**src/rtl/core/qlsf_pkg.sv**
```systemverilog
`timescale 1ns / 1ps

package qlsf_pkg;

  // Default configuration of the fitter.
  localparam int unsigned DEF_MAX_POINTS = 4096;
  localparam int unsigned DEF_X_BITS     = 12;
  localparam int unsigned DEF_Y_BITS     = 16;

  // Field widths of the transactions.
  localparam int unsigned X_FIELD_W = 12;
  localparam int unsigned Y_FIELD_W = 16;
  localparam int unsigned COEF_W    = 64;

  // Exact solver arithmetic: 256-bit words, 64-bit matrix entries, Q24.40 results.
  localparam int unsigned BIG_W     = 256;
  localparam int unsigned ENT_W     = 64;
  localparam int unsigned FRAC_BITS = 40;

  localparam logic [COEF_W-1:0] COEF_MAX = 64'h7FFF_FFFF_FFFF_FFFF;
  localparam logic [COEF_W-1:0] COEF_MIN = 64'h8000_0000_0000_0000;

  typedef struct packed {
    logic signed [X_FIELD_W-1:0] x;
    logic signed [Y_FIELD_W-1:0] y;
    logic                        last;
  } in_item_t;

  typedef struct packed {
    logic signed [COEF_W-1:0] coef_a;
    logic signed [COEF_W-1:0] coef_b;
    logic signed [COEF_W-1:0] coef_c;
    logic                     singular;
    logic                     overflowed;
  } out_item_t;

  // Update applied to the solver registers once a product is ready.
  typedef enum logic [2:0] {
    OP_NONE,
    OP_TMP_LOAD,
    OP_TMP_SUB,
    OP_ACC_ADD,
    OP_ACC_SUB
  } apply_op_e;

  typedef struct packed {
    logic       load_in;
    logic       sq;
    logic       cube;
    logic       acc_en;
    logic       det_clr;
    logic       mul_start;
    logic       a_tmp;
    logic [1:0] det_k;
    logic [1:0] a_row;
    logic [1:0] a_col;
    logic [1:0] b_row;
    logic [1:0] b_col;
    apply_op_e  op;
    logic       save_d;
    logic       div_start;
    logic       div_round;
    logic       div_sat;
    logic [1:0] coef_sel;
    logic       out_load;
  } cmd_t;

  typedef struct packed {
    logic last;
    logic mul_busy;
    logic div_busy;
    logic acc_zero;
  } sts_t;

endpackage

```
**src/rtl/core/qlsf_ctrl.sv**
```systemverilog
`timescale 1ns / 1ps

module qlsf_ctrl (
  input  logic            clk_i,
  input  logic            rst_ni,
  input  logic            in_valid_i,
  output logic            in_ready_o,
  output logic            out_valid_o,
  input  logic            out_ready_i,
  input  qlsf_pkg::sts_t  sts_i,
  output qlsf_pkg::cmd_t  cmd_o
);
  import qlsf_pkg::*;

  localparam logic [3:0] ST_IDLE    = 4'd0;
  localparam logic [3:0] ST_SQ      = 4'd1;
  localparam logic [3:0] ST_CUBE    = 4'd2;
  localparam logic [3:0] ST_ACC     = 4'd3;
  localparam logic [3:0] ST_MUL_GO  = 4'd4;
  localparam logic [3:0] ST_MUL_RUN = 4'd5;
  localparam logic [3:0] ST_APPLY   = 4'd6;
  localparam logic [3:0] ST_DET_END = 4'd7;
  localparam logic [3:0] ST_DIV_GO  = 4'd8;
  localparam logic [3:0] ST_DIV_RUN = 4'd9;
  localparam logic [3:0] ST_DIV_RND = 4'd10;
  localparam logic [3:0] ST_DIV_SAT = 4'd11;
  localparam logic [3:0] ST_OUT     = 4'd12;

  logic [3:0] state_q, state_d;
  logic [1:0] k_q, k_d;
  logic [1:0] j_q, j_d;
  logic [1:0] s_q, s_d;
  logic       out_valid_q, out_valid_d;
  logic [1:0] c1, c2;
  logic       out_free;

  assign in_ready_o  = (state_q == ST_IDLE);
  assign out_valid_o = out_valid_q;
  assign out_free    = !out_valid_q || out_ready_i;

  // Columns of the 2x2 minor that belongs to the current cofactor term.
  assign c1 = (j_q == 2'd0) ? 2'd1 : 2'd0;
  assign c2 = (j_q == 2'd2) ? 2'd1 : 2'd2;

  // Sequencing of accumulation, determinants and divisions.
  always_comb begin
    cmd_o   = '0;
    state_d = state_q;
    k_d     = k_q;
    j_d     = j_q;
    s_d     = s_q;

    cmd_o.det_k    = k_q;
    cmd_o.coef_sel = 2'(k_q - 2'd1);
    case (s_q)
      2'd0: begin
        cmd_o.a_row = 2'd1;
        cmd_o.a_col = c1;
        cmd_o.b_row = 2'd2;
        cmd_o.b_col = c2;
      end
      2'd1: begin
        cmd_o.a_row = 2'd1;
        cmd_o.a_col = c2;
        cmd_o.b_row = 2'd2;
        cmd_o.b_col = c1;
      end
      default: begin
        cmd_o.a_tmp = 1'b1;
        cmd_o.b_row = 2'd0;
        cmd_o.b_col = j_q;
      end
    endcase

    case (state_q)
      ST_IDLE: begin
        if (in_valid_i) begin
          cmd_o.load_in = 1'b1;
          state_d       = ST_SQ;
        end
      end
      ST_SQ: begin
        cmd_o.sq = 1'b1;
        state_d  = ST_CUBE;
      end
      ST_CUBE: begin
        cmd_o.cube = 1'b1;
        state_d    = ST_ACC;
      end
      ST_ACC: begin
        cmd_o.acc_en = 1'b1;
        if (sts_i.last) begin
          cmd_o.det_clr = 1'b1;
          k_d           = 2'd0;
          j_d           = 2'd0;
          s_d           = 2'd0;
          state_d       = ST_MUL_GO;
        end else begin
          state_d = ST_IDLE;
        end
      end
      ST_MUL_GO: begin
        cmd_o.mul_start = 1'b1;
        state_d         = ST_MUL_RUN;
      end
      ST_MUL_RUN: begin
        if (!sts_i.mul_busy) begin
          state_d = ST_APPLY;
        end
      end
      ST_APPLY: begin
        case (s_q)
          2'd0:    cmd_o.op = OP_TMP_LOAD;
          2'd1:    cmd_o.op = OP_TMP_SUB;
          default: cmd_o.op = (j_q == 2'd1) ? OP_ACC_SUB : OP_ACC_ADD;
        endcase
        if (s_q != 2'd2) begin
          s_d     = 2'(s_q + 2'd1);
          state_d = ST_MUL_GO;
        end else if (j_q != 2'd2) begin
          s_d     = 2'd0;
          j_d     = 2'(j_q + 2'd1);
          state_d = ST_MUL_GO;
        end else begin
          state_d = ST_DET_END;
        end
      end
      ST_DET_END: begin
        if (k_q == 2'd0) begin
          cmd_o.save_d = 1'b1;
          if (sts_i.acc_zero) begin
            state_d = ST_OUT;
          end else begin
            cmd_o.det_clr = 1'b1;
            k_d           = 2'd1;
            j_d           = 2'd0;
            s_d           = 2'd0;
            state_d       = ST_MUL_GO;
          end
        end else begin
          state_d = ST_DIV_GO;
        end
      end
      ST_DIV_GO: begin
        cmd_o.div_start = 1'b1;
        state_d         = ST_DIV_RUN;
      end
      ST_DIV_RUN: begin
        if (!sts_i.div_busy) begin
          state_d = ST_DIV_RND;
        end
      end
      ST_DIV_RND: begin
        cmd_o.div_round = 1'b1;
        state_d         = ST_DIV_SAT;
      end
      ST_DIV_SAT: begin
        cmd_o.div_sat = 1'b1;
        if (k_q == 2'd3) begin
          state_d = ST_OUT;
        end else begin
          cmd_o.det_clr = 1'b1;
          k_d           = 2'(k_q + 2'd1);
          j_d           = 2'd0;
          s_d           = 2'd0;
          state_d       = ST_MUL_GO;
        end
      end
      ST_OUT: begin
        if (out_free) begin
          cmd_o.out_load = 1'b1;
          state_d        = ST_IDLE;
        end
      end
      default: begin
        state_d = ST_IDLE;
      end
    endcase
  end

  // Output transaction valid flag.
  always_comb begin
    out_valid_d = out_valid_q;
    if (cmd_o.out_load) begin
      out_valid_d = 1'b1;
    end else if (out_ready_i) begin
      out_valid_d = 1'b0;
    end
  end

  always_ff @(posedge clk_i or negedge rst_ni) begin
    if (!rst_ni) begin
      state_q     <= ST_IDLE;
      k_q         <= 2'd0;
      j_q         <= 2'd0;
      s_q         <= 2'd0;
      out_valid_q <= 1'b0;
    end else begin
      state_q     <= state_d;
      k_q         <= k_d;
      j_q         <= j_d;
      s_q         <= s_d;
      out_valid_q <= out_valid_d;
    end
  end

endmodule

```
**config.mk**
```make
export PLATFORM = sky130hd
export DESIGN_NAME = qlsf_ctrl
export DESIGN_NICKNAME = d
export VERILOG_FILES = /design/src/rtl/core/qlsf_pkg.sv /design/src/rtl/core/qlsf_ctrl.sv
export SDC_FILE = /design/constraint.sdc
export NUM_CORES = 1
export LEC_CHECK = 0
export ABC_AREA = 1
export CAP_MARGIN = 10
export CORE_MARGIN = 10
export CORE_UTILIZATION = 55
export DETAILED_ROUTE_END_ITERATION = 16
export DONT_BUFFER_PORTS = 1
export PLACE_DENSITY_LB_ADDON = 0.05
export SYNTH_ARGS = -nofsm -noshare
export SYNTH_HDL_FRONTEND = slang
export SYNTH_SLANG_ARGS = --single-unit
```
**constraint.sdc**
```tcl
create_clock -name clk_i -period 1.7 [get_ports clk_i]
set_clock_uncertainty 0.1 [all_clocks]
set_input_delay 0.51 -clock clk_i [delete_from_list [all_inputs] [get_ports clk_i]]
set_output_delay 0.51 -clock clk_i [all_outputs]
set_load 0.005 [all_outputs]
```
==> impl_summary.md, run 1 <==
Min path
In this run the most critical hold path is launched from out_ready_i. The path type of the worst min-delay path is in2reg.

Finish
The number of antenna cells inserted is 0. The post-route cell area is between 1500 and 2000 um^2. In the final design database the tool counted 206 nets.

Once layout is complete, the utilization of the core stands at 0.889. Compared with the post-synthesis result, the final layout area differs by 54.7%. The final non-filler cell total is 217. Of the cells placed in the final design, the portion with a size suffix greater than 1 is 0.526.

Critical path
The start of the worst register-to-register path is state_q[2]. The delay of the slowest critical-path stage is 0.37 ns. The critical path starts at state_q[2].

For the worst setup path, the data arrival time is 1.28 ns. Data on the critical path is required at its endpoint by 1.09 ns. The critical path capture point type is an output pin. Of all nets on the critical path, the largest fanout is 6. The slowest cell on the critical path is sky130_fd_sc_hd__dfrtp_1. Walking the worst path, the cells encountered are inv_2 > nor2_4 > nand4_1 > nand3_2. The critical path start-end classification is reg2out.

STA classifies the critical path startpoint as a flip-flop.

Routing
The pre-antenna-repair detailed-routing pass consisted of 7 iterations. The antenna violation net count after detailed routing is 0. The via count normalized by instance count is 5.52. The first-iteration detailed-routing DRC count is 74.

For this run, design rule violations remaining after detail routing come to 0. After detailed routing, the average wire length per cell comes to 16.9 um. The routed wire length is 3.67 mm. The total via count after detailed routing is 1197.

Timing
The final number of max-transition violations came to 0. The worst pin sits at a relative slew slack of 0.625. Based on the critical path, the design can be clocked at up to 530 MHz. The worst hold slack after final layout is 0.239 ns. In the finished design, the share of the clock period the worst path needs comes to 1.11. Setup repair after global routing could not meet its margin everywhere. For the final routed database, the setup TNS stands at -1.86 ns. The number of failing setup endpoints in the final timing report is 19.

The final hold violation count is 0. The final critical-path setup slack is -0.187 ns. At the pin with the least slew margin, the transition time is 0.561 ns. The smallest clock period supported by the final layout is computed as 1.89 ns.

GRT
The met3 global-route usage is 0.0591. The first-pass GRT wire length is 5.02 mm. The global-route track usage on met1 is 0.154. The global routing stage identified its most utilized layer as met2. The largest net degree at the start of global routing is 12. The initial antenna violation count is 0. The via count of the first global-routing pass is 1111. The sum of overflow across all layers after global routing is 0. The met2 track demand over resource in global routing is 0.278. The combined global-route utilization of all metal layers is 0.152.

Floorplanning
The region available for standard cell placement spans 1730 um^2. The effective utilization at floorplan is 0.575. The total I/O pin count is 37. The die covers 3900 um^2. The die width is 62.5 um.

From bottom edge to top edge, the die measures 62.5 um. The floorplan has 15 rows.

Synthesis
The synthesized area per cell is 6.16 um^2. The post-synthesis sequential area ratio is 0.277. The synthesized design contains 11 register bits. Summing every instance area after synthesis gives between 900 and 1000 um^2.

The share of synthesized area in the top cell type comes to 0.277. The number of different library cells used by synthesis comes to 25. The proportion of synthesized flip-flops having asynchronous set or reset is 1.00. The Yosys step of the flow raised 0 warnings. The cell with the most instances after synthesis is sky130_fd_sc_hd__nand2_1. In the post-synthesis netlist, the biggest area contributors are sky130_fd_sc_hd__dfrtp_1 (28%), sky130_fd_sc_hd__nand2_1 (16%), sky130_fd_sc_hd__nor2_1 (11%). The number of standard cells after synthesis is 161.

The biggest area contributor in the post-synthesis netlist is sky130_fd_sc_hd__dfrtp_1. By count the netlist is led by sky130_fd_sc_hd__nand2_1 (41), sky130_fd_sc_hd__nor2_1 (28), sky130_fd_sc_hd__inv_1 (24). For this run, the leading register cell type out of synthesis is sky130_fd_sc_hd__dfrtp_1. The number of flops mapped to enable cells by yosys is 0.

Clock tree
The H-tree depth is 1. The clock slew seen by the registers of the worst setup and hold paths is 0.08 ns. The clock drives 11 sinks. The number of buffers inserted during clock tree synthesis is 3. The buffer depth of the longest clock path is 2.

TritonCTS built the clock tree. In this run the clock root is driven by a sky130_fd_sc_hd__clkbuf_4. The clock insertion delay at the later pin of the skew report is 0.28 ns.

Placement
After detailed placement, the design holds a cell count of 187. The total placed instance area is 1030 um^2. Input and output buffers added on the ports amount to 0. Before CTS, the worst setup slack after placement is approximately 0.049 ns. Summed over all nets, the half-perimeter wirelength after detailed placement is 1.99 mm. The congestion estimate from routability-driven global placement came to 0.868.

Pwr
The power consumption is 2.91 mW. Power spread over the standard cell area amounts to 1890 nW/um^2. Summed over all cells, the static leakage comes to between 0.7 and 0.8 nW. The worst vdd rail ir drop is 0.00133 V.

Flow run
Across the run, the number of max-cap violations was 0.

Outcome
The checks that failed: negative setup slack. The run finished, with violations left.
final timing paths:
kind / end / slack (ns) / cells after the start
max reg2reg: s_q[0] / 0 / 10
max: cmd_o[22] / -0.19 / 4
min reg2reg: out_valid_o / 0.48 / 2
min: out_valid_o / 0.24 / 1
max in group asynchronous: state_q[0] / 0.53 / 1
min in group asynchronous: k_q[0] / 0.55 / 1
critical path, delay by kind of cell, from the launching register on:
family | cells | cell delay (ns)
simple gates | 3 | 0.53
flops | 1 | 0.37
buf+inv | 1 | 0.09
power breakdown:
part / internal (mW) / total (mW) / switching, mW
sequential: 0.373 / 0.551 / 0.177
combinational: 0.912 / 2.17 / 1.26
clock: 0.0911 / 0.187 / 0.0960
total: 1.38 / 2.91 / 1.53
timing repair:
| action | CTS | global route |
|---|---|---|
| endpoints found under the hold margin | 11 | 0 |
| pin swaps | 18 | 12 |
| setup buffers | 14 | 11 |
| cloned | 0 | 0 |
| resized for setup | 47 | 37 |
| endpoints found under the setup margin | 20 | 20 |
| hold buffers | 1 | 0 |
routing by layer:
layer / part of all wire / up-vias
li1: - / 550
met1: 0.35 / 558
met2: 0.52 / 70
met3: 0.090 / 19
met4: 0.044 / 0
met5: 0 / -
layout make-up:
| cell class | count | area [um^2] |
|---|---|---|
| Timing Repair Buffer | 32 | 273 |
| Tap cell | 25 | 31.3 |
| Clock buffer | 4 | 26.3 |
| Multi-Input combinational cell | 115 | 808 |
| Sequential cell | 11 | 279 |
| Fill cell | 83 | 191 |
| Inverter | 30 | 118 |
flip-flops by register name, summed over array words and instances, names as in the netlist:
name / count
state_q: 4
j_q: 2
k_q: 2
s_q: 2
out_valid_o: 1
logic make-up after synthesis:
logic type / Yosys count / synth area share
and+or+nand+nor: 96 / 0.434
DFF: 11 / 0.277
AOI/OAI and AO/OA: 12 / 0.0694
buffers and inverters: 36 / 0.153
adders and majority gates: 5 / 0.0631
other: 1 / 0.00378
cells in the final DEF, fill, tap and decap left out, drive strengths merged:
cell type,Yosys,layout
nand2,50,50
buf,4,31
nor2,31,31
inv,30,30
dfrtp,11,11
nand3,10,10
o21ai,7,7
ha,5,5
nor3,4,4
clkbuf,2,4
conb,1,2
o221ai,1,1
nand4,1,1
o22ai,1,1
a31oi,1,1
a21oi,1,1
o21bai,1,1
dlygate4sd3,0,1
Power figures use the tool's default switching activity.
==> run 2, diff against run 1 <==
--- a/config.mk
+++ b/config.mk
@@ -8,5 +8,4 @@
 export ABC_AREA = 1
 export CAP_MARGIN = 10
-export CORE_MARGIN = 10
 export CORE_UTILIZATION = 55
 export DETAILED_ROUTE_END_ITERATION = 16
==> constraint.sdc (replaced) <==
create_clock -name clk_i -period 1.7 [get_ports clk_i]
set_clock_uncertainty 0.1 [all_clocks]
set_input_delay 0.085 -clock clk_i [delete_from_list [all_inputs] [get_ports clk_i]]
set_output_delay 0.085 -clock clk_i [all_outputs]
set_load 0.005 [all_outputs]
==> impl_summary.md, run 2 (same netlist as run 1, synthesis figures left out) <==
GRT
The layer with the highest usage after global routing is met2 (unchanged). The largest net degree at the start of global routing is 12 (unchanged). The global-route track usage on met1 is 0.293 (was 0.154). The initial antenna violation count came to 0 (unchanged). The via count of the first global-routing pass is 842 (was 1111). The met3 global-route usage is 0.0857 (was 0.0591). The combined global-route utilization of all metal layers is 0.228 (was 0.152). The met2 track demand over resource in global routing is 0.374 (was 0.278).

The first-pass GRT wire length is 3.34 mm (was 5.02 mm). The sum of overflow across all layers after global routing is 0 (unchanged).

Clock tree
The buffer depth of the longest clock path is 2 (unchanged). The number of buffers inserted during clock tree synthesis is 3 (unchanged). The clock insertion delay at the later pin of the skew report was 0.27 ns (was 0.28 ns). The post-CTS setup buffer count is 0 (was 14).

The CTS tree is done (unchanged). The cell chosen for the clock root is sky130_fd_sc_hd__clkbuf_4 (unchanged). The clock slew seen by the registers of the worst setup and hold paths is 0.06 ns (was 0.08 ns). The H-tree depth is 1 (unchanged).

The number of clock sinks was 11 (unchanged).

Routing
The routed wirelength normalized by instance count is 10.8 um (was 16.9 um). The via count normalized by instance count is 5.06 (was 5.52). The total via count after detailed routing is 951 (was 1197). The number of remaining DRC errors is 0 (unchanged).

The number of detailed-routing iterations run before antenna repair came to 4 (was 7). The antenna violation net count after detailed routing is 0 (unchanged). The routed wire length was 2.03 mm (was 3.67 mm). The first-iteration detailed-routing DRC count is 18 (was 74).

Critical path
The critical path required time was 1.51 ns (was 1.09 ns). The family with the most delay on the worst path is simple AND/OR/NAND/NOR gates (unchanged). Critical path, cell by cell: inv_2 > nor2_4 > nand2_4 > nor3_1 (was inv_2 > nor2_4 > nand4_1 > nand3_2).

The worst path buffer plus inverter count is 1 (unchanged). The biggest fanout along the worst timing path is 9 (was 6). The delay of the slowest critical-path stage is 0.44 ns (was 0.37 ns).

The slowest cell on the critical path is sky130_fd_sc_hd__dfrtp_1 (unchanged). The critical path start-end classification is reg2out (unchanged). The start of the worst register-to-register path is k_q[0] (was state_q[2]).

The critical path capture point type is an output pin (unchanged). The type of origin of the critical path is a flip-flop (unchanged). The signal arrival time at the worst endpoint came to 1.36 ns (was 1.28 ns).

The origin of the worst setup path is state_q[2] (unchanged).

Timing
The final critical-path setup slack is 0.153 ns (was -0.187 ns). The final number of max-transition violations is 0 (unchanged). The fraction of the cycle the final worst path needs came to 0.910 (was 1.11).

The summed negative setup slack over all endpoints came to 0 ns (was -1.86 ns). Unrepaired setup endpoints after global routing: no (was yes). The number of failing setup endpoints in the final timing report is 0 (was 19). The post-layout minimum cycle time is 1.55 ns (was 1.89 ns). The final hold violation count is 0 (unchanged). The highest achievable clock rate is 646 MHz (was 530 MHz).

Floorplanning
The die width is 44.5 um (was 62.5 um). The floorplan die area is 1980 um^2 (was 3900 um^2). The effective utilization at floorplan is 0.622 (was 0.575). The placeable core area was 1590 um^2 (was 1730 um^2).

The total I/O pin count is 37 (unchanged). The die boundary height was 44.5 um (was 62.5 um). The site row count is 14 (was 15).

Pwr
The leakage power is 0.598 nW (was 0.786 nW). The power density over the cells is 1600 nW/um^2 (was 1890 nW/um^2). The worst vdd rail ir drop was 0.000848 V (was 0.00133 V).

Finish
The number of antenna cells inserted is 0 (unchanged). The footprint of the flip-flops and latches is 275 um^2 (was 279 um^2). The most common cell after layout, fill and taps aside is sky130_fd_sc_hd__nand2_1 (unchanged). The top register by number of flip-flops is state_q (unchanged).

The layout net count is 178 (was 206). The final-layout fill cell count is 148 (was 83). The area occupied by multi-input gates is 572 um^2 (was 808 um^2). Most used cells in the layout excluding fill and tap cells: sky130_fd_sc_hd__nand2_1 (41), sky130_fd_sc_hd__nor2_1 (27), sky130_fd_sc_hd__inv_1 (24) (was sky130_fd_sc_hd__nand2_1 (36), sky130_fd_sc_hd__buf_4 (23), sky130_fd_sc_hd__inv_2 (18)). The post-route cell area is 1060 um^2 (was 1540 um^2). The flip-flop count of the largest register after layout is 4 (unchanged).

The area growth from synthesis to layout is 6.43% (was 54.7%). The fraction of final layout cells sized beyond drive strength 1 is 0.140 (was 0.526).

Placement
The quantity of I/O buffers inserted on ports is 0 (unchanged). The total placed instance area is 987 um^2 (was 1030 um^2). The worst setup timing slack at the placement stage is 0.114 ns (was 0.0492 ns).

The total half-perimeter wirelength after legalization and detailed placement came to 1.64 mm (was 1.99 mm). The placer congestion estimate is 0.877 (was 0.868).

Min path
The worst min-delay path startpoint was sts_i[3] (was out_ready_i). The path type of the worst min-delay path is in2reg (unchanged).

Outcome
Result of the run: finished, final reports clean (was complete, but fails checks).

Flow run
The reported max-cap violation count came to 0 (unchanged).
-- run 2: cell count changes in the layout (fill, tap and decap cells not counted), sizes merged --
cell | before | now
dlygate4sd3 | 1 | 4
buf | 31 | 0
-- run 2: metrics by stage --
stage	cells	total power [mW]	hold slack, ns	util
CTS	188	1.69	0.00478	0.661
global route	188	1.88	0.00577	0.662
floorplan	162	1.34	-0.311	-
global placement	180	1.48	-0.310	0.619
detailed placement	180	1.50	-0.310	0.619
finish	188	1.69	0.00792	0.662
-- run 2: path summary, 6_finish.rpt --
| check | endpoint | slack (ns) | depth (start not counted) |
|---|---|---|---|
| max | cmd_o[8] | 0.15 | 4 |
| min | k_q[0] | 0.008 | 3 |
| max reg2reg | j_q[1] | 0.18 | 9 |
| min reg2reg | s_q[0] | 0.42 | 2 |
| max in group asynchronous | j_q[0] | 1.06 | 1 |
| min in group asynchronous | s_q[0] | 0.11 | 1 |
-- run 2: cell type report --
class,count,share of cell area
inverter,30,0.107
clock buffer,4,0.0249
multi-input combinational,115,0.541
timing repair buffer,4,0.0379
tap,24,0.0284
sequential,11,0.261
-- run 2: per-layer routing --
layer | vias to the layer above | share of wire | routed length (um)
li1 | 492 | - | -
met1 | 427 | 0.48 | 982
met2 | 29 | 0.46 | 930
met3 | 3 | 0.050 | 102
met4 | 0 | 0.0059 | 12
met5 | - | 0 | 0
-- run 2: worst register-to-register path, stage by stage, from the launching register on --
cell	delay (ns)
sky130_fd_sc_hd__dfrtp_1	0.40
sky130_fd_sc_hd__inv_1	0.14
sky130_fd_sc_hd__ha_1	0.22
sky130_fd_sc_hd__nand2_1	0.07
sky130_fd_sc_hd__nand3_1	0.09
sky130_fd_sc_hd__nand2_1	0.09
sky130_fd_sc_hd__nor2_2	0.14
sky130_fd_sc_hd__nand2_2	0.07
sky130_fd_sc_hd__nand2_1	0.06
sky130_fd_sc_hd__nand2_1	0.05
-- run 2: timing repair --
item / in CTS / in global routing
hold endpoints to repair: 14 / 0
endpoints found under the setup margin: 0 / 2
gates resized for setup: 0 / 1
hold buffers: 4 / 0
-- run 2: where the power goes --
part / leakage [nW] / total, mW / switching, mW / internal (mW)
registers: 0.147 / 0.522 / 0.155 / 0.367
logic: 0.436 / 0.992 / 0.682 / 0.310
clock network: 0.0150 / 0.172 / 0.0808 / 0.0909
total: 0.598 / 1.69 / 0.918 / 0.767
